==> config.mk <==
export PLATFORM = sky130hd
export DESIGN_NAME = mqtt_publish_body_parser_unit_flat
export DESIGN_NICKNAME = d
export VERILOG_FILES = /design/src/rtl/mpbp_pkg.sv /design/src/rtl/mpbp_if.sv /design/src/rtl/mpbp_core.sv /design/src/rtl/mqtt_publish_body_parser_unit.sv /design/src/flat_wrapper.sv
export SDC_FILE = /design/constraint.sdc
export NUM_CORES = 1
export LEC_CHECK = 0
export BUFFER_PORTS_ARGS = -buffer_cell sky130_fd_sc_hd__buf_4
export CORE_MARGIN = 2
export CORE_UTILIZATION = 50
export DETAILED_ROUTE_END_ITERATION = 16
export PLACE_DENSITY = 0.71
export SLEW_MARGIN = 15
export SYNTH_ARGS = -nofsm -noshare
export SYNTH_HDL_FRONTEND = slang
export SYNTH_SLANG_ARGS = --single-unit
==> constraint.sdc <==
create_clock -name clock -period 6.99 [get_ports clock]
set_clock_uncertainty 0.2 [all_clocks]
set_input_delay 0.3495 -clock clock [delete_from_list [all_inputs] [get_ports clock]]
set_output_delay 0.3495 -clock clock [all_outputs]
set_load 0.02 [all_outputs]
==> src/rtl/mpbp_pkg.sv <==
// ----------------------------------------------------------------------------
// MQTT PUBLISH body parser package
// Shared types and constants for the PUBLISH body parser.
// ----------------------------------------------------------------------------
package mpbp_pkg;

   localparam int unsigned LenWidth   = 28;
   localparam int unsigned TopicWidth = 16;

   localparam logic [7:0] CharDollar = 8'h24;
   localparam logic [7:0] CharHash   = 8'h23;
   localparam logic [7:0] CharPlus   = 8'h2B;

   typedef enum logic [2:0] {
      PH_IDLE    = 3'd0,
      PH_TLEN_HI = 3'd1,
      PH_TLEN_LO = 3'd2,
      PH_TOPIC   = 3'd3,
      PH_PID_HI  = 3'd4,
      PH_PID_LO  = 3'd5,
      PH_PAYLOAD = 3'd6,
      PH_DISCARD = 3'd7
   } phase_type;

   typedef enum logic [2:0] {
      ROLE_TLEN    = 3'd0,
      ROLE_TOPIC   = 3'd1,
      ROLE_PID     = 3'd2,
      ROLE_PAYLOAD = 3'd3,
      ROLE_DISCARD = 3'd4
   } role_type;

   typedef enum logic [2:0] {
      ERR_NONE     = 3'd0,
      ERR_QOS0_DUP = 3'd1,
      ERR_QOS3     = 3'd2,
      ERR_EMPTY    = 3'd3,
      ERR_DOLLAR   = 3'd4,
      ERR_WILDCARD = 3'd5,
      ERR_OVERRUN  = 3'd6
   } error_type;

   typedef struct packed {
      logic [7:0]          data_byte;
      logic                first;
      logic [3:0]          header_flags;
      logic [LenWidth-1:0] remaining_length;
   } req_item_type;

   typedef struct packed {
      logic [7:0] byte_value;
      role_type   byte_role;
      error_type  error_code;
      logic [1:0] qos_level;
      logic       dup_flag;
      logic       retain_flag;
      logic       last;
   } rsp_item_type;

endpackage

==> src/rtl/mpbp_if.sv <==
// ----------------------------------------------------------------------------
// MQTT PUBLISH body parser channels
// Valid/ready channels for body bytes in and tagged bytes out.
// ----------------------------------------------------------------------------
interface mpbp_req_if;
   logic        valid;
   logic        ready;
   logic [7:0]  data_byte;
   logic        first;
   logic [3:0]  header_flags;
   logic [27:0] remaining_length;

   modport source (output valid, output data_byte, output first,
                   output header_flags, output remaining_length, input ready);
   modport sink   (input valid, input data_byte, input first,
                   input header_flags, input remaining_length, output ready);
endinterface

interface mpbp_rsp_if;
   logic       valid;
   logic       ready;
   logic [7:0] byte_value;
   logic [2:0] byte_role;
   logic [2:0] error_code;
   logic [1:0] qos_level;
   logic       dup_flag;
   logic       retain_flag;
   logic       last;

   modport source (output valid, output byte_value, output byte_role,
                   output error_code, output qos_level, output dup_flag,
                   output retain_flag, output last, input ready);
   modport sink   (input valid, input byte_value, input byte_role,
                   input error_code, input qos_level, input dup_flag,
                   input retain_flag, input last, output ready);
endinterface

==> src/rtl/mpbp_core.sv <==
// ----------------------------------------------------------------------------
// MQTT PUBLISH body parser core
// Packet state registers and the per-beat classification logic.
// ----------------------------------------------------------------------------
module mpbp_core
   import mpbp_pkg::*;
(
   input  logic         clock,
   input  logic         reset,
   input  logic         advance,
   input  req_item_type item,
   output rsp_item_type result
);

   phase_type                phase_ff, phase_in;
   logic [LenWidth-1:0]      bytes_left_ff, bytes_left_in;
   logic [TopicWidth-1:0]    topic_length_ff, topic_length_in;
   logic [TopicWidth-1:0]    topic_count_ff, topic_count_in;
   logic [1:0]               qos_ff, qos_in;
   logic                     dup_ff, dup_in;
   logic                     retain_ff, retain_in;

   // Packet context as seen by this beat, after a first-beat load.
   phase_type             ph_cur;
   logic [LenWidth-1:0]   left_cur;
   logic [TopicWidth-1:0] tlen_cur;
   logic [TopicWidth-1:0] tcnt_cur;
   logic [TopicWidth-1:0] tcnt_inc;
   logic                  active;
   logic                  last_beat;
   phase_type             next_ph;
   role_type              role;
   error_type             err;

   always_comb begin
      if (item.first) begin
         dup_in    = item.header_flags[3];
         qos_in    = item.header_flags[2:1];
         retain_in = item.header_flags[0];
         left_cur  = item.remaining_length;
         tlen_cur  = '0;
         tcnt_cur  = '0;
         ph_cur    = PH_TLEN_HI;
      end else begin
         dup_in    = dup_ff;
         qos_in    = qos_ff;
         retain_in = retain_ff;
         left_cur  = bytes_left_ff;
         tlen_cur  = topic_length_ff;
         tcnt_cur  = topic_count_ff;
         ph_cur    = phase_ff;
      end

      active   = (ph_cur != PH_IDLE);
      tcnt_inc = tcnt_cur + 1'b1;

      if (left_cur != '0) begin
         bytes_left_in = left_cur - 1'b1;
      end else begin
         bytes_left_in = '0;
      end
      last_beat = active && (bytes_left_in == '0);

      next_ph         = ph_cur;
      role            = ROLE_DISCARD;
      err             = ERR_NONE;
      topic_length_in = tlen_cur;
      topic_count_in  = tcnt_cur;

      unique case (ph_cur)
         PH_IDLE: begin
            next_ph = PH_IDLE;
         end
         PH_TLEN_HI: begin
            role            = ROLE_TLEN;
            topic_length_in = {item.data_byte, 8'h00};
            next_ph         = PH_TLEN_LO;
            if (qos_in == 2'd0 && dup_in) begin
               err = ERR_QOS0_DUP;
            end else if (qos_in == 2'd3) begin
               err = ERR_QOS3;
            end
         end
         PH_TLEN_LO: begin
            role            = ROLE_TLEN;
            topic_length_in = {tlen_cur[15:8], item.data_byte};
            if ({tlen_cur[15:8], item.data_byte} == '0) begin
               err = ERR_EMPTY;
            end else begin
               next_ph = PH_TOPIC;
            end
         end
         PH_TOPIC: begin
            role           = ROLE_TOPIC;
            topic_count_in = tcnt_inc;
            if (tcnt_cur == '0 && item.data_byte == CharDollar) begin
               err = ERR_DOLLAR;
            end else if (item.data_byte == CharHash || item.data_byte == CharPlus) begin
               err = ERR_WILDCARD;
            end
            if (tcnt_inc == tlen_cur) begin
               next_ph = (qos_in == 2'd1 || qos_in == 2'd2) ? PH_PID_HI : PH_PAYLOAD;
            end
         end
         PH_PID_HI: begin
            role    = ROLE_PID;
            next_ph = PH_PID_LO;
         end
         PH_PID_LO: begin
            role    = ROLE_PID;
            next_ph = PH_PAYLOAD;
         end
         PH_PAYLOAD: begin
            role = ROLE_PAYLOAD;
         end
         PH_DISCARD: begin
            role    = ROLE_DISCARD;
            next_ph = PH_DISCARD;
         end
         default: begin
            role    = ROLE_DISCARD;
            next_ph = PH_DISCARD;
         end
      endcase

      // A packet that ends before its header is complete is an overrun,
      // unless this beat already carries a flag or topic error.
      if (err != ERR_NONE) begin
         next_ph = PH_DISCARD;
      end else if (last_beat && next_ph != PH_PAYLOAD && next_ph != PH_DISCARD) begin
         err     = ERR_OVERRUN;
         next_ph = PH_DISCARD;
      end
      if (last_beat) begin
         next_ph = PH_IDLE;
      end
      phase_in = next_ph;

      result.byte_value  = item.data_byte;
      result.byte_role   = role;
      result.error_code  = err;
      result.qos_level   = qos_in;
      result.dup_flag    = dup_in;
      result.retain_flag = retain_in;
      result.last        = last_beat;
   end

   // A stray beat (no packet open, not a first beat) leaves all state alone.
   always_ff @(posedge clock) begin
      if (reset) begin
         phase_ff        <= PH_IDLE;
         bytes_left_ff   <= '0;
         topic_length_ff <= '0;
         topic_count_ff  <= '0;
         qos_ff          <= '0;
         dup_ff          <= 1'b0;
         retain_ff       <= 1'b0;
      end else if (advance && active) begin
         phase_ff        <= phase_in;
         bytes_left_ff   <= bytes_left_in;
         topic_length_ff <= topic_length_in;
         topic_count_ff  <= topic_count_in;
         qos_ff          <= qos_in;
         dup_ff          <= dup_in;
         retain_ff       <= retain_in;
      end
   end

endmodule

==> src/rtl/mqtt_publish_body_parser_unit.sv <==
// ----------------------------------------------------------------------------
// MQTT PUBLISH body parser unit
// Tags each body byte of a PUBLISH packet with its role and any error.
// ----------------------------------------------------------------------------
// The unit takes one body byte per beat on the req_bus channel and returns
// exactly one tagged beat per input beat on the rsp_bus channel, in order.
// A beat with first set opens a new packet and supplies the fixed-header flag
// nibble and the remaining length; any packet still open is abandoned. Each
// result carries the byte, its role (topic length, topic character, packet
// id, payload or discarded), an error code, the decoded QoS, dup and retain
// flags, and a last marker on the final byte by remaining length. Once an
// error is reported, the rest of that packet comes back as discarded. The
// unit sustains one beat per clock: an input register feeds a single stage
// of compare and counter logic whose result is held in an output register,
// so a beat accepted into the input register reaches rsp_bus from the
// output register once the stage advances, and both registers keep moving
// while the consumer keeps rsp_bus.ready high.
// Back-pressure on rsp_bus stalls the output register, then the input
// register, and finally deasserts req_bus.ready.
module mqtt_publish_body_parser_unit
   import mpbp_pkg::*;
(
   input  logic   clock,
   input  logic   reset,
   mpbp_req_if.sink   req_bus,
   mpbp_rsp_if.source rsp_bus
);

   logic         in_valid_ff, in_valid_in;
   req_item_type in_item_ff;
   logic         out_valid_ff, out_valid_in;
   rsp_item_type out_item_ff;
   rsp_item_type core_result;
   logic         advance;
   logic         req_take;

   // The processing stage moves whenever it holds a beat and the output
   // register is empty or being drained in this cycle.
   assign advance  = in_valid_ff && (!out_valid_ff || rsp_bus.ready);
   assign req_bus.ready = !in_valid_ff || advance;
   assign req_take = req_bus.valid && req_bus.ready;

   always_comb begin
      in_valid_in  = req_take ? 1'b1 : (in_valid_ff && !advance);
      out_valid_in = advance ? 1'b1 : (out_valid_ff && !rsp_bus.ready);
   end

   always_ff @(posedge clock) begin
      if (reset) begin
         in_valid_ff  <= 1'b0;
         out_valid_ff <= 1'b0;
      end else begin
         in_valid_ff  <= in_valid_in;
         out_valid_ff <= out_valid_in;
      end
   end

   // Payload registers carry no reset; they load only on a transfer.
   always_ff @(posedge clock) begin
      if (req_take) begin
         in_item_ff.data_byte        <= req_bus.data_byte;
         in_item_ff.first            <= req_bus.first;
         in_item_ff.header_flags     <= req_bus.header_flags;
         in_item_ff.remaining_length <= req_bus.remaining_length;
      end
      if (advance) begin
         out_item_ff <= core_result;
      end
   end

   mpbp_core u_core (
      .clock   (clock),
      .reset   (reset),
      .advance (advance),
      .item    (in_item_ff),
      .result  (core_result)
   );

   assign rsp_bus.valid       = out_valid_ff;
   assign rsp_bus.byte_value  = out_item_ff.byte_value;
   assign rsp_bus.byte_role   = out_item_ff.byte_role;
   assign rsp_bus.error_code  = out_item_ff.error_code;
   assign rsp_bus.qos_level   = out_item_ff.qos_level;
   assign rsp_bus.dup_flag    = out_item_ff.dup_flag;
   assign rsp_bus.retain_flag = out_item_ff.retain_flag;
   assign rsp_bus.last        = out_item_ff.last;

endmodule

==> src/flat_wrapper.sv <==
// flat-port wrapper written by rule: the top's interface ports become plain ports
module mqtt_publish_body_parser_unit_flat import mpbp_pkg::*;
  (clock, reset, req_bus_valid, req_bus_data_byte, req_bus_first, req_bus_header_flags, req_bus_remaining_length, req_bus_ready, rsp_bus_valid, rsp_bus_byte_value, rsp_bus_byte_role, rsp_bus_error_code, rsp_bus_qos_level, rsp_bus_dup_flag, rsp_bus_retain_flag, rsp_bus_last, rsp_bus_ready);
  mpbp_req_if req_bus_i ();
  mpbp_rsp_if rsp_bus_i ();
  input  logic clock;
  input  logic reset;
  input wire logic [$bits(req_bus_i.valid)-1:0] req_bus_valid;
  input wire logic [$bits(req_bus_i.data_byte)-1:0] req_bus_data_byte;
  input wire logic [$bits(req_bus_i.first)-1:0] req_bus_first;
  input wire logic [$bits(req_bus_i.header_flags)-1:0] req_bus_header_flags;
  input wire logic [$bits(req_bus_i.remaining_length)-1:0] req_bus_remaining_length;
  output wire logic [$bits(req_bus_i.ready)-1:0] req_bus_ready;
  output wire logic [$bits(rsp_bus_i.valid)-1:0] rsp_bus_valid;
  output wire logic [$bits(rsp_bus_i.byte_value)-1:0] rsp_bus_byte_value;
  output wire logic [$bits(rsp_bus_i.byte_role)-1:0] rsp_bus_byte_role;
  output wire logic [$bits(rsp_bus_i.error_code)-1:0] rsp_bus_error_code;
  output wire logic [$bits(rsp_bus_i.qos_level)-1:0] rsp_bus_qos_level;
  output wire logic [$bits(rsp_bus_i.dup_flag)-1:0] rsp_bus_dup_flag;
  output wire logic [$bits(rsp_bus_i.retain_flag)-1:0] rsp_bus_retain_flag;
  output wire logic [$bits(rsp_bus_i.last)-1:0] rsp_bus_last;
  input wire logic [$bits(rsp_bus_i.ready)-1:0] rsp_bus_ready;
  assign req_bus_i.valid = req_bus_valid;
  assign req_bus_i.data_byte = req_bus_data_byte;
  assign req_bus_i.first = req_bus_first;
  assign req_bus_i.header_flags = req_bus_header_flags;
  assign req_bus_i.remaining_length = req_bus_remaining_length;
  assign req_bus_ready = req_bus_i.ready;
  assign rsp_bus_valid = rsp_bus_i.valid;
  assign rsp_bus_byte_value = rsp_bus_i.byte_value;
  assign rsp_bus_byte_role = rsp_bus_i.byte_role;
  assign rsp_bus_error_code = rsp_bus_i.error_code;
  assign rsp_bus_qos_level = rsp_bus_i.qos_level;
  assign rsp_bus_dup_flag = rsp_bus_i.dup_flag;
  assign rsp_bus_retain_flag = rsp_bus_i.retain_flag;
  assign rsp_bus_last = rsp_bus_i.last;
  assign rsp_bus_i.ready = rsp_bus_ready;
  mqtt_publish_body_parser_unit u_core (.clock(clock), .reset(reset), .req_bus(req_bus_i), .rsp_bus(rsp_bus_i));
endmodule
==> results of run 1 <==
==> stage by stage <==
stage	area (um^2)	hold WS (ns)
detailed placement	7448	0.2444
floorplan	6888	0.2338
CTS	8521	0.03657
global route	8521	0.07199
global placement	7448	0.2400
finish	8521	0.04707
==> final timing paths <==
path,start,endpoint,cells past startpoint
max,u_core.in_item_ff[32]$_DFFE_PP_,u_core.u_core.phase_ff[1]$_SDFFE_PP0P_,11
min,rsp_bus_ready,u_core.rsp_bus.valid$_SDFF_PP0_,4
max reg2reg,u_core.in_item_ff[32]$_DFFE_PP_,u_core.u_core.phase_ff[1]$_SDFFE_PP0P_,11
min reg2reg,u_core.u_core.retain_ff$_SDFFE_PP0P_,u_core.u_core.retain_ff$_SDFFE_PP0P_,2
==> power by group through the flow <==
stage | combinational, mW | clock (mW) | sequential (mW)
2_1_floorplan | 0.141 | 0 | 0.862
5_1_grt | 0.247 | 1.02 | 0.852
6_report | 0.225 | 0.969 | 0.849
3_3_place_gp | 0.200 | 0 | 0.864
3_5_place_dp | 0.205 | 0 | 0.865
4_1_cts | 0.225 | 0.984 | 0.849
==> layer usage <==
layer  GRT usage  vias up
met5           0        -
li1            -     2855
met3     0.05357       27
met2      0.4196      155
met1      0.2800     2822
met4     0.08908        0
==> synthesized netlist by cell type (15+ instances only) <==
master	number	area (um^2)
sky130_fd_sc_hd__xnor2_1	26	227.7
sky130_fd_sc_hd__mux2i_1	28	280.3
sky130_fd_sc_hd__nor3_1	27	135.1
sky130_fd_sc_hd__clkbuf_1	38	142.6
sky130_fd_sc_hd__a21oi_1	46	230.2
sky130_fd_sc_hd__o21ai_0	25	125.1
sky130_fd_sc_hd__dfxtp_1	69	1381
sky130_fd_sc_hd__edfxtp_1	60	1802
sky130_fd_sc_hd__a22oi_1	27	202.7
sky130_fd_sc_hd__nor2_1	76	285.3
sky130_fd_sc_hd__nor4_1	19	118.9
sky130_fd_sc_hd__nand2_1	54	202.7
sky130_fd_sc_hd__xor2_1	15	131.4
sky130_fd_sc_hd__nand3_1	38	190.2
==> cell families after synthesis <==
group / after synthesis / share of synthesized area
fa+ha+maj: 5 / 0.009083
flops: 129 / 0.4621
simple gates: 294 / 0.2287
buf+inv: 57 / 0.03560
compound gates: 162 / 0.1582
xor+xnor: 41 / 0.05214
mux: 35 / 0.05413
==> final cells by class <==
type	instances	share of cell area
sequential	129	0.3736
tap	176	0.02584
multi-input combinational	537	0.4081
inverter	8	0.003524
clock inverter	13	0.02452
clock buffer	19	0.05198
timing repair buffer	112	0.1125
==> flip-flops by register name, indices dropped and copies added, names as in the netlist <==
name                           cells
u_core.in_item_ff                 41
u_core.in_valid_ff                 1
u_core.rsp_bus.byte_role           3
u_core.rsp_bus.byte_value          8
u_core.rsp_bus.dup_flag            1
u_core.rsp_bus.error_code          3
u_core.rsp_bus.last                1
u_core.rsp_bus.qos_level           2
u_core.rsp_bus.retain_flag         1
u_core.rsp_bus.valid               1
u_core.u_core.bytes_left_ff       28
u_core.u_core.dup_ff               1
u_core.u_core.phase_ff             3
u_core.u_core.qos_ff               2
u_core.u_core.retain_ff            1
u_core.u_core.topic_count_ff      16
u_core.u_core.topic_length_ff     16
==> worst register-to-register path: cells and delay by family (launching register included) <==
family,cells,cell delay (ns)
buffers and inverters,1,0.45
flip-flops,1,0.38
AND/OR/NAND/NOR,4,1.31
AO/OA/AOI/OAI,3,1.00
multiplexers,2,0.66
adder cells (fa/ha/maj),1,0.37
==> what timing repair did <==
item	in CTS	in global routing
setup endpoints to repair	0	0
setup buffers	0	0
hold buffers	42	0
hold endpoints to repair	42	0
==> run summary, run 1 <==
The run finished with clean final reports. For this run, the number of Yosys warnings is 0. The setup total negative slack came out at 0 ns.

The instance count of the mapped netlist came out at 723. The max-slew headroom at the worst pin is 0.2059. The buffers plus inverters on the worst setup path is 1. The number of unique standard cell types used by synthesis came out at 77.

The number of standard cells in the layout, taps in and fillers out came out at slightly below 1,000. The final hold violation count was 0. The placeable core area came out at approximately 0.013 mm^2. The count of final max-slew check failures came out at 0.

The maximum root-to-sink buffer count is 2. The HPWL reported at the end of detailed placement is approximately 11,000 um. The most used flip-flop cell after synthesis is sky130_fd_sc_hd__dfxtp_1.

The count of filler cells inserted in the layout came out at about 1,100. The H-tree generated during clock tree synthesis spans 4 levels. The remaining global-route overflow is 0. The type of the setup path with the least slack is register to register. The amount of wire on met2 after detailed routing came out at approximately 8600 um. The static leakage is ~3 nW. CTS saw 129 sinks.

The worst setup path is captured at a register. 66 I/O pins were placed. The portion of total power attributed to combinational logic came out at 0.110. Clock tree synthesis inserted a total of 17 buffers. Overall power consumption after layout is estimated at a little over 2 mW. The number of cell rows is 42. The cell sitting at the root of the clock tree is a sky130_fd_sc_hd__clkbuf_16. The met1 layer wirelength in the final routing is between 7000 and 8000 um.

The worst setup slack before clock tree synthesis came out at 2.613 ns. The register-to-register path setup slack is approximately 2.5 ns. The maximum number of pins on one net before global-route repair is ~110.

The initial standard-cell utilization of the core is 0.5160. The area growth from synthesis to layout is 23.71%. The overall die width came out at about 120 um. The worst ir drop on vdd is about 0.23 mV. The least setup slack across all paths after layout is ~2.5 ns. TritonCTS built the clock tree. The switching part of the total power came out at 0.2344.

The worst hold path belongs to the class input pin to register. The highest clock rate is 224.2 MHz. The global-route wire length before repair came out at ~28,000 um.

The synthesized design contains 60 enable-type register cells. The via count of the first global-routing pass is between 5,000 and 6,000. The combined global-route utilization of all metal layers came out at 0.2372.

The share of total power dissipated in sequential elements is 0.416. The data required time at the worst endpoint came out at 7.10 ns. Counting every net in the synthesized netlist gives between 700 and 800. The total of endpoints with negative setup slack in the final report is 0. The delay contributed by the slowest stage of the critical path is about 0.58 ns.

The clock input transition at the sequential cells of the worst setup and hold paths came out at around 0.060 ns. The number of antenna violations at the first check in global routing is 0. The wire length after detailed routing came out at approximately 17,000 um.

The final antenna-violating net count is 0. The routed length per placed instance came out at ~17 um. The combined flip-flop and latch cell area is about 0.0032 mm^2. For this run, the detailed router's first-pass iteration total came to 5. The die area is 0.01473 mm^2. In the final design database the tool counted approximately 860 nets. Leaving out fill and tap cells, the most frequent cells in the layout are sky130_fd_sc_hd__nor2_1 (76), sky130_fd_sc_hd__buf_4 (69), sky130_fd_sc_hd__dfxtp_1 (69). The total power divided by cell area is between 200 and 250 mW/mm^2. The violation count after the first detailed-routing iteration came out at between 500 and 600.

The insertion delay of the later-clocked pin in the worst-skew pair came out at approximately 0.42 ns. The internal power of the cells totals about 1.6 mW. The arrival time at the worst endpoint is 4.57 ns. The post-cts resize count came out at 0. The max-capacitance violation count came out at 0. The switching power summed over all nets came out at roughly 0.48 mW. The average cell area after synthesis is ~9.5 um^2.

The share of synthesized registers carrying an async set or reset is 0. The length of routed met3 wiring came out at ~650 um. The count of placed standard cells including taps came out at between 900 and 1,000. Of the synthesized area, sequential elements account for 0.4621.

0 antenna diodes ended up in the layout. STA classifies the critical path startpoint as a register. The number of I/O port buffers is 65. The critical path goes through buf_12 -> mux2i_1 -> ha_1 -> o21ai_1 -> mux2i_1 -> nand3_1 -> or4_1 -> or4_1 -> o41ai_2 -> nand2_2 -> a22o_1.

Leaving out fill and tap cells, the most frequent cell in the layout is sky130_fd_sc_hd__nor2_1. The smallest clock period supported by the final layout is computed as roughly 4.5 ns. The y dimension of the die came out at around 120 um. The number of synthesized register bits came out at ~130.

Setup repair after global routing left no endpoint under its margin. The kind of cell with the highest combined delay along the critical path is simple AND/OR/NAND/NOR gates. The highest metal layer carrying signal wires in the routed design is met4.

The slowest stage of the critical path belongs to the cell sky130_fd_sc_hd__or4_1. The area used by multi-input combinational logic is about 0.0035 mm^2. The post-route fraction of the period consumed by the critical path came out at 0.6381. The utilization after layout came out at 0.6384. Of the cells placed in the final design, the portion with a size suffix greater than 1 is 0.1614. The largest fanout on the critical path came out at 112.

For this run, design rule violations remaining after detail routing come to 0. The transition time at the pin with the least slew margin came out at roughly 1.2 ns. In the routed layout, each cell is associated on average with a via count of around 5.9. The share of total power dissipated in the clock network is 0.474.

The last weighted congestion value of the routability-driven placer came out at about 0.86. The cell area after technology mapping came out at 0.006888 mm^2. Across all layers, the routed design uses 5,859 vias.
No activity file was read; power rests on OpenSTA's default activity.
==> run 2: changes to the inputs <==
- clock period: 6.99 -> 4.6 ns (I/O delays scaled with it)
==> run 2 against run 1 <==
Compared with the run above: critical path depth up 1; via count up 2.0%; critical path type unchanged; register-to-register slack worse by 2.1 ns; cell area down 0.47%; core utilization down 0.30 points; sequential share of layout area up 0.18 points; worst hold slack better by 0.10 ns.
==> run summary, run 2 (synthesis results as in run 1) <==
The clock input transition at the sequential cells of the worst setup and hold paths came out at 0.06 ns. The met2 usage came out at 0.4319. The post-route fraction of the period consumed by the critical path is 0.8960. The maximum number of pins on one net before global-route repair is 71. The number of sinks handled by clock tree synthesis is 129. The library cell appearing most often on the critical path is sky130_fd_sc_hd__buf_4. TritonCTS created 17 clock buffers. The first detailed-routing pass took 6 iterations. The global routing stage identified its most utilized layer as met2. The HPWL after detailed placement is about 12,000 um. The maximum root-to-sink buffer count came out at 2.

Data on the critical path is required at its endpoint by approximately 4.7 ns. The final antenna-violating net count came out at 0. In the final routed layout, each cell accounts on average for between 15 and 20 um. The worst setup slack before clock tree synthesis is around 0.56 ns. The worst hold path startpoint is reset. The startpoint identified for the worst register-to-register timing path is u_core.in_item_ff[32]$_DFFE_PP_. The detailed router finished its first iteration with 500 violations.

The minimum period implied by the final worst setup slack came out at slightly above 4 ns. The first element of the critical path is u_core.in_item_ff[32]$_DFFE_PP_. The initial utilization of the core area, before any placement, comes to 0.5160. The min-delay analysis places its worst path in the category input pin to register. The startpoint kind of the worst setup timing path is a register. The transition time at the pin with the least slew margin is roughly 1 ns.

The count of final max-slew check failures is 0. In the final layout, the registers with the most flip-flops are u_core.in_item_ff x41, u_core.u_core.bytes_left_ff x28. The portion of total power attributed to combinational logic came out at 0.121. The total of endpoints with negative setup slack in the final report is 0. The post-CTS repair timing setup buffer count came out at 0. The number of antenna violations at the first check in global routing is 0.

More flip-flops sit in one register than any other, and that register is u_core.in_item_ff. The y dimension of the die came out at approximately 120 um. The final hold violation count came out at 0. The worst setup path is captured at a register. The wire length after detailed routing is 17,590 um. The register with the most flip-flops in the layout has between 40 and 50 of them. Row generation in the floorplan step produced 42 rows. The critical path goes through buf_4 -> buf_4 -> nor3b_2 -> o22ai_1 -> buf_4 -> nor2_1 -> o2111ai_1 -> or4_1 -> or4_1 -> o41ai_2 -> nand2_2 -> a22o_1. In this run the count of I/O pins placed on the die edge is 66. The combined global-route utilization of all metal layers is 0.2468.

The worst ir drop on vdd is between 0.3 and 0.4 mV. The library cell used most frequently in the layout, excluding fill and tap cells, is sky130_fd_sc_hd__buf_4. The arrival time at the worst endpoint is 4.24 ns. The area growth from synthesis to layout came out at 23.12%. The total power divided by cell area came out at between 300 and 400 mW/mm^2. The type of the setup path with the least slack is register to register. The flow ran to the end, and the final reports show no timing, DRC or antenna violations.

The count of placed standard cells including taps came out at 927. Summing internal, switching and leakage power gives slightly below 3 mW. The mean number of vias per cell is 5.958. The post-route worst hold slack is 0.1485 ns. The switching power summed over all nets came out at 0.7532 mW. The internal power component came out at ~2.1 mW. Setup repair after global routing left no endpoint under its margin. The utilization after layout is 0.6354.

The final routed DRC violation total came out at 0. Input and output buffers added on the ports amount to 65. The overall die width is ~120 um.

The area used by multi-input combinational logic is 0.003481 mm^2. The max-capacitance violation count is 0. The insertion delay of the later-clocked pin in the worst-skew pair came out at roughly 0.42 ns.

The highest clock rate is approximately 240 MHz. Registers take 0.003183 mm^2. Setup slack closes at 0.4784 ns.

The power share of the sequential group came out at 0.447. The placeable core area came out at between 0.01 and 0.015 mm^2. The die area is between 0.01 and 0.015 mm^2. The largest fanout on the critical path is 22. The count of filler cells inserted in the layout came out at 1,116. On the worst path, the slowest cell contributes a delay of 0.60 ns. The setup total negative slack came out at 0 ns. For this run, global-route usage on met1 was measured as 0.2929. The standard cell area after detailed placement came out at between 0.007 and 0.008 mm^2.

The repair_antennas step left the layout with diodes totalling 0. The total vias in the final route came out at around 6,000. The remaining global-route overflow is 0.

The global-route wire length before repair came out at 28,680 um. The post-layout instance area came out at 0.008481 mm^2. The static leakage is just over 3 nW. TritonCTS built the clock tree. The depth of the CTS H-tree is 4. The last weighted congestion value of the routability-driven placer came out at 0.9684. The slowest stage of the critical path belongs to the cell sky130_fd_sc_hd__or4_1. The root cell of the clock tree is sky130_fd_sc_hd__clkbuf_16. The fraction of power consumed by the clock network came out at 0.432. The number of standard cells in the layout, taps in and fillers out came out at roughly 1,000.

The max-slew headroom at the worst pin is 0.3343. The post-cts resize count is 0. The met3 track demand over resource is 0.05216. The library cells used most frequently in the layout, excluding fill and tap cells, are sky130_fd_sc_hd__buf_4 (77), sky130_fd_sc_hd__nor2_1 (76), sky130_fd_sc_hd__dfxtp_1 (69). The via count of the first global-routing pass is ~6,000. In the final layout, the share of cells above drive strength 1 is 0.1693. Of the total power, the share spent switching nets is 0.2603.

The final net count came out at between 800 and 900.
run 2: power by group through the flow:
| stage | logic (mW) | clock network [mW] | registers [mW] |
|---|---|---|---|
| finish | 0.350 | 1.25 | 1.29 |
| global placement | 0.310 | 0 | 1.31 |
| floorplan | 0.218 | 0 | 1.31 |
| detailed placement | 0.315 | 0 | 1.32 |
| CTS | 0.348 | 1.26 | 1.29 |
| global route | 0.381 | 1.32 | 1.30 |
run 2: layout make-up:
class,count,share of cell area
inverters,8,0.003541
multi-input cells,537,0.4104
flip-flops and latches,129,0.3753
repair buffers,121,0.1201
clock buffers,20,0.05518
well taps,176,0.02597
clock inverters,12,0.009442
run 2: worst paths after layout:
| path | depth (start not counted) | slack, ns | end |
|---|---|---|---|
| setup / recovery | 12 | 0.48 | u_core.u_core.phase_ff[1]$_SDFFE_PP0P_ |
| hold reg to reg | 2 | 0.26 | u_core.u_core.retain_ff$_SDFFE_PP0P_ |
| setup reg to reg | 12 | 0.48 | u_core.u_core.phase_ff[1]$_SDFFE_PP0P_ |
| hold / removal | 2 | 0.15 | u_core.u_core.bytes_left_ff[22]$_SDFFE_PP0P_ |
run 2: critical path, delay by kind of cell, from the launching register on:
kind	cells	cell delay (ns)
buf+inv	3	0.80
simple gates	5	1.64
flops	1	0.42
compound gates	4	0.93
run 2: repair_timing:
action,in CTS,in global routing
endpoints found under the setup margin,0,0
hold buffers,44,0
endpoints found under the hold margin,43,0
run 2: per-layer routing:
metal  wire (um)  share of wire
met1        7485           0.43
met2        8778           0.50
met3         804          0.046
met4         523          0.030
met5           0              0
==> run 3: changes to the inputs <==
- BUFFER_PORTS_ARGS: -buffer_cell sky130_fd_sc_hd__buf_4 -> not set
- DONT_BUFFER_PORTS: not set -> 1
- PLACE_DENSITY: 0.71 -> 0.67
==> run 3 against run 2 <==
Compared with the run above: count of clock-buffer cells in the layout is 3 lower; core utilization is 2.7 points lower; sequential share of layout area is 1.7 points higher; cell count is 6.0% lower; fmax is 0.75% lower; flip-flop and latch count stayed put.
==> run summary, run 3 (synthesis results as in run 1) <==
In this run the power spent charging and discharging nets is ~0.76 mW. The insertion delay of the later-clocked pin in the worst-skew pair came out at ~0.43 ns. The final net count came out at 804. The root cell of the clock tree is sky130_fd_sc_hd__clkbuf_16. The number of I/O port buffers came out at 0. The y dimension of the die is approximately 120 um. The setup path with the least slack is of type register to register. Of the total power, registers draw 0.436.

The initial standard-cell utilization of the core came out at 0.5160. The number of sinks handled by clock tree synthesis is 129. Summed over all failing endpoints, the final setup total negative slack is 0 ns. The via count of the first global-routing pass is approximately 5,500. Counting I/O delays and the setup requirement, the final critical path takes about 4.2 ns.

The arrival time at the worst endpoint is ~4.3 ns. Of the total power, the share spent switching nets is 0.2525. The startpoint of the most critical register-to-register path is u_core.in_item_ff[32]$_DFFE_PP_.

Dividing the detail-routed via count by the number of cells gives between 5 and 6. Of the available clock period, the critical path in the final layout requires 0.9028. The delay contributed by the slowest stage of the critical path came out at 0.58 ns. The area growth from synthesis to layout is 17.82%. The total power divided by cell area is roughly 370 mW/mm^2. The flip-flop count of the largest register after layout came out at 41. Clock-pin slew was measured on the worst setup and hold paths at roughly 0.06 ns.

The count of final max-slew check failures is 0. The largest registers in the layout are u_core.in_item_ff x41, u_core.u_core.bytes_left_ff x28. Counting the buffers created by CTS gives 17.

The remaining global-route overflow came out at 0. The last weighted congestion value of the routability-driven placer came out at 0.8854. The post-route total power is about 3 mW. The register-to-register path setup slack came out at between 0.4 and 0.5 ns. In this run the worst hold path is classified as input pin to register. Timing would allow up to ~240 MHz. For the pin with the worst max-slew slack, the measured transition is 0.9979 ns. The post-route worst hold slack is 0.2256 ns. The worst ir drop on vdd came out at roughly 0.45 mV.

Among all stages on the critical path, the largest delay is contributed by sky130_fd_sc_hd__or4_1. In this run the worst setup path terminates at u_core.u_core.phase_ff[0]$_SDFFE_PP0P_. For this design the static power due to leakage is roughly 2.8 nW. Once the clock tree was built, the resizer swapped 0 gates to a different size. The flow ran to the end, and the final reports show no timing, DRC or antenna violations. The antenna cell count is 0. The global-route wire length before repair is ~27,000 um. The portion of total power attributed to combinational logic came out at 0.100. Walking the worst path, the cells encountered are buf_4 -> nor3b_2 -> o22ai_2 -> nor4_2 -> o32ai_1 -> or4_1 -> or4_1 -> o41ai_2 -> nand2_2 -> a22o_1.

The placeable core area is 0.01335 mm^2. For this run, design rule violations remaining after detail routing come to 0. The most common cell after layout, fill and taps aside is sky130_fd_sc_hd__nor2_1.

The maximum number of pins on one net before global-route repair is slightly above 70. The data required time at the worst endpoint is roughly 4.7 ns. The die is between 100 and 150 um wide.

The clock tree synthesis step divided the H-tree into 4 levels. The most numerous cell type found on the critical path is sky130_fd_sc_hd__or4_1. The total of endpoints with negative setup slack in the final report came out at 0. The number of antenna violations at the first check in global routing was 0. The fraction of power consumed by the clock network is 0.464. STA classifies the critical path startpoint as a register. The first element of the critical path is u_core.in_item_ff[32]$_DFFE_PP_. The final antenna-violating net count came out at 0. The max-capacitance violation count is 0. The die area came out at 0.01473 mm^2. The number of top-level design ports is 66. The count of placed standard cells including taps is 861. The worst setup path is captured at a register.

The count of TritonRoute iterations in the first routing pass came out at 5. In the layout the commonest cells are sky130_fd_sc_hd__nor2_1 (76), sky130_fd_sc_hd__dfxtp_1 (69), sky130_fd_sc_hd__edfxtp_1 (60). The number of cell instances on the worst register-to-register path came out at 10. The longest clock path from root to sink contains 2 buffers. The floorplan has 42 rows. The routed length per placed instance came out at roughly 18 um. The wire-length estimate of the detail-placed layout is roughly 11,000 um. TritonCTS built the clock tree. Setup repair after global routing left no endpoint under its margin. In the global route stage, overall resource usage came out at 0.2343. The proportion of layout cells with a drive suffix above 1 is 0.1004.

The total vias in the final route came out at 5,646. The violation count after the first detailed-routing iteration came out at between 500 and 600. The largest fanout on the critical path is 16. The max-slew headroom at the worst pin came out at 0.3316.

The wire length after detailed routing is approximately 17,000 um. The end of the worst register-to-register path is u_core.u_core.phase_ff[0]$_SDFFE_PP0P_. The count of cells in the finished layout, fillers not included, comes to between 900 and 1,000.

The final hold violation count came to 0. u_core.in_item_ff holds more flip-flops than any other register. The internal power component came out at 2.236 mW.
run 3: cell count changes in the layout (fill, tap and decap cells not counted), moves of 2 or more:
cell                            delta
sky130_fd_sc_hd__buf_4            -63
sky130_fd_sc_hd__bufinv_16         +3
sky130_fd_sc_hd__clkinv_1          +2
sky130_fd_sc_hd__clkinv_2          -4
sky130_fd_sc_hd__clkinv_4          +4
sky130_fd_sc_hd__clkinvlp_4        -2
sky130_fd_sc_hd__dlygate4sd3_1     +2
sky130_fd_sc_hd__inv_4             -2
sky130_fd_sc_hd__inv_6             +2
run 3: cell type report:
cell class | instances | area, um^2
fill | 1130 | 5233
multi-input combinational | 537 | 3481
sequential | 129 | 3183
timing repair buffer | 61 | 593.1
clock buffer | 17 | 425.4
tap | 176 | 220.2
clock inverter | 15 | 182.7
inverter | 8 | 30.03
run 3: critical path: cells and delay by family, from the launching register on:
kind,cells,cell delay [ns]
flip-flops,1,0.57
AO/OA/AOI/OAI,4,1.17
buffers and inverters,1,0.22
AND/OR/NAND/NOR,5,1.90
run 3: stage by stage:
step,utilization,setup WS [ns],area (um^2)
2_1_floorplan,-,0.009449,6920
3_3_place_gp,0.5242,0.4467,6997
3_5_place_dp,0.5242,0.3307,6997
4_1_cts,0.6063,0.2907,8093
5_1_grt,0.6080,0.2521,8115
6_report,0.6080,0.4471,8115
run 3: worst min path at each step:
stage	from	slack [ns]	cells after the start	endpoint
global route	req_bus_header_flags[1]	0.21	1	u_core.in_item_ff[29]$_DFFE_PP_
finish	req_bus_header_flags[1]	0.23	1	u_core.in_item_ff[29]$_DFFE_PP_
floorplan	req_bus_remaining_length[0]	0.13	0	u_core.in_item_ff[0]$_DFFE_PP_
global placement	reset	0.11	1	u_core.u_core.retain_ff$_SDFFE_PP0P_
CTS	req_bus_data_byte[0]	0.21	1	u_core.in_item_ff[33]$_DFFE_PP_
detailed placement	reset	0.11	1	u_core.u_core.topic_length_ff[11]$_SDFFE_PP0P_
run 3: metal layers:
metal | GRT usage | wire length (um) | up-vias
met2 | 0.4182 | 8712 | 134
li1 | - | - | 2757
met4 | 0.09339 | 348 | 0
met1 | 0.2754 | 6907 | 2729
met5 | 0 | 0 | -
met3 | 0.04605 | 545 | 26
run 3: repair_timing:
action | in CTS | in global routing
hold endpoints to repair | 110 | 0
buffers inserted | 0 | 3
setup endpoints to repair | 0 | 3
hold buffers | 47 | 0
run 3: power by group through the flow:
stage	clock [mW]	sequential, mW	combinational, mW
floorplan	0	1.31	0.218
global placement	0	1.33	0.246
detailed placement	0	1.33	0.249
CTS	1.40	1.31	0.294
global route	1.46	1.31	0.328
finish	1.39	1.30	0.298
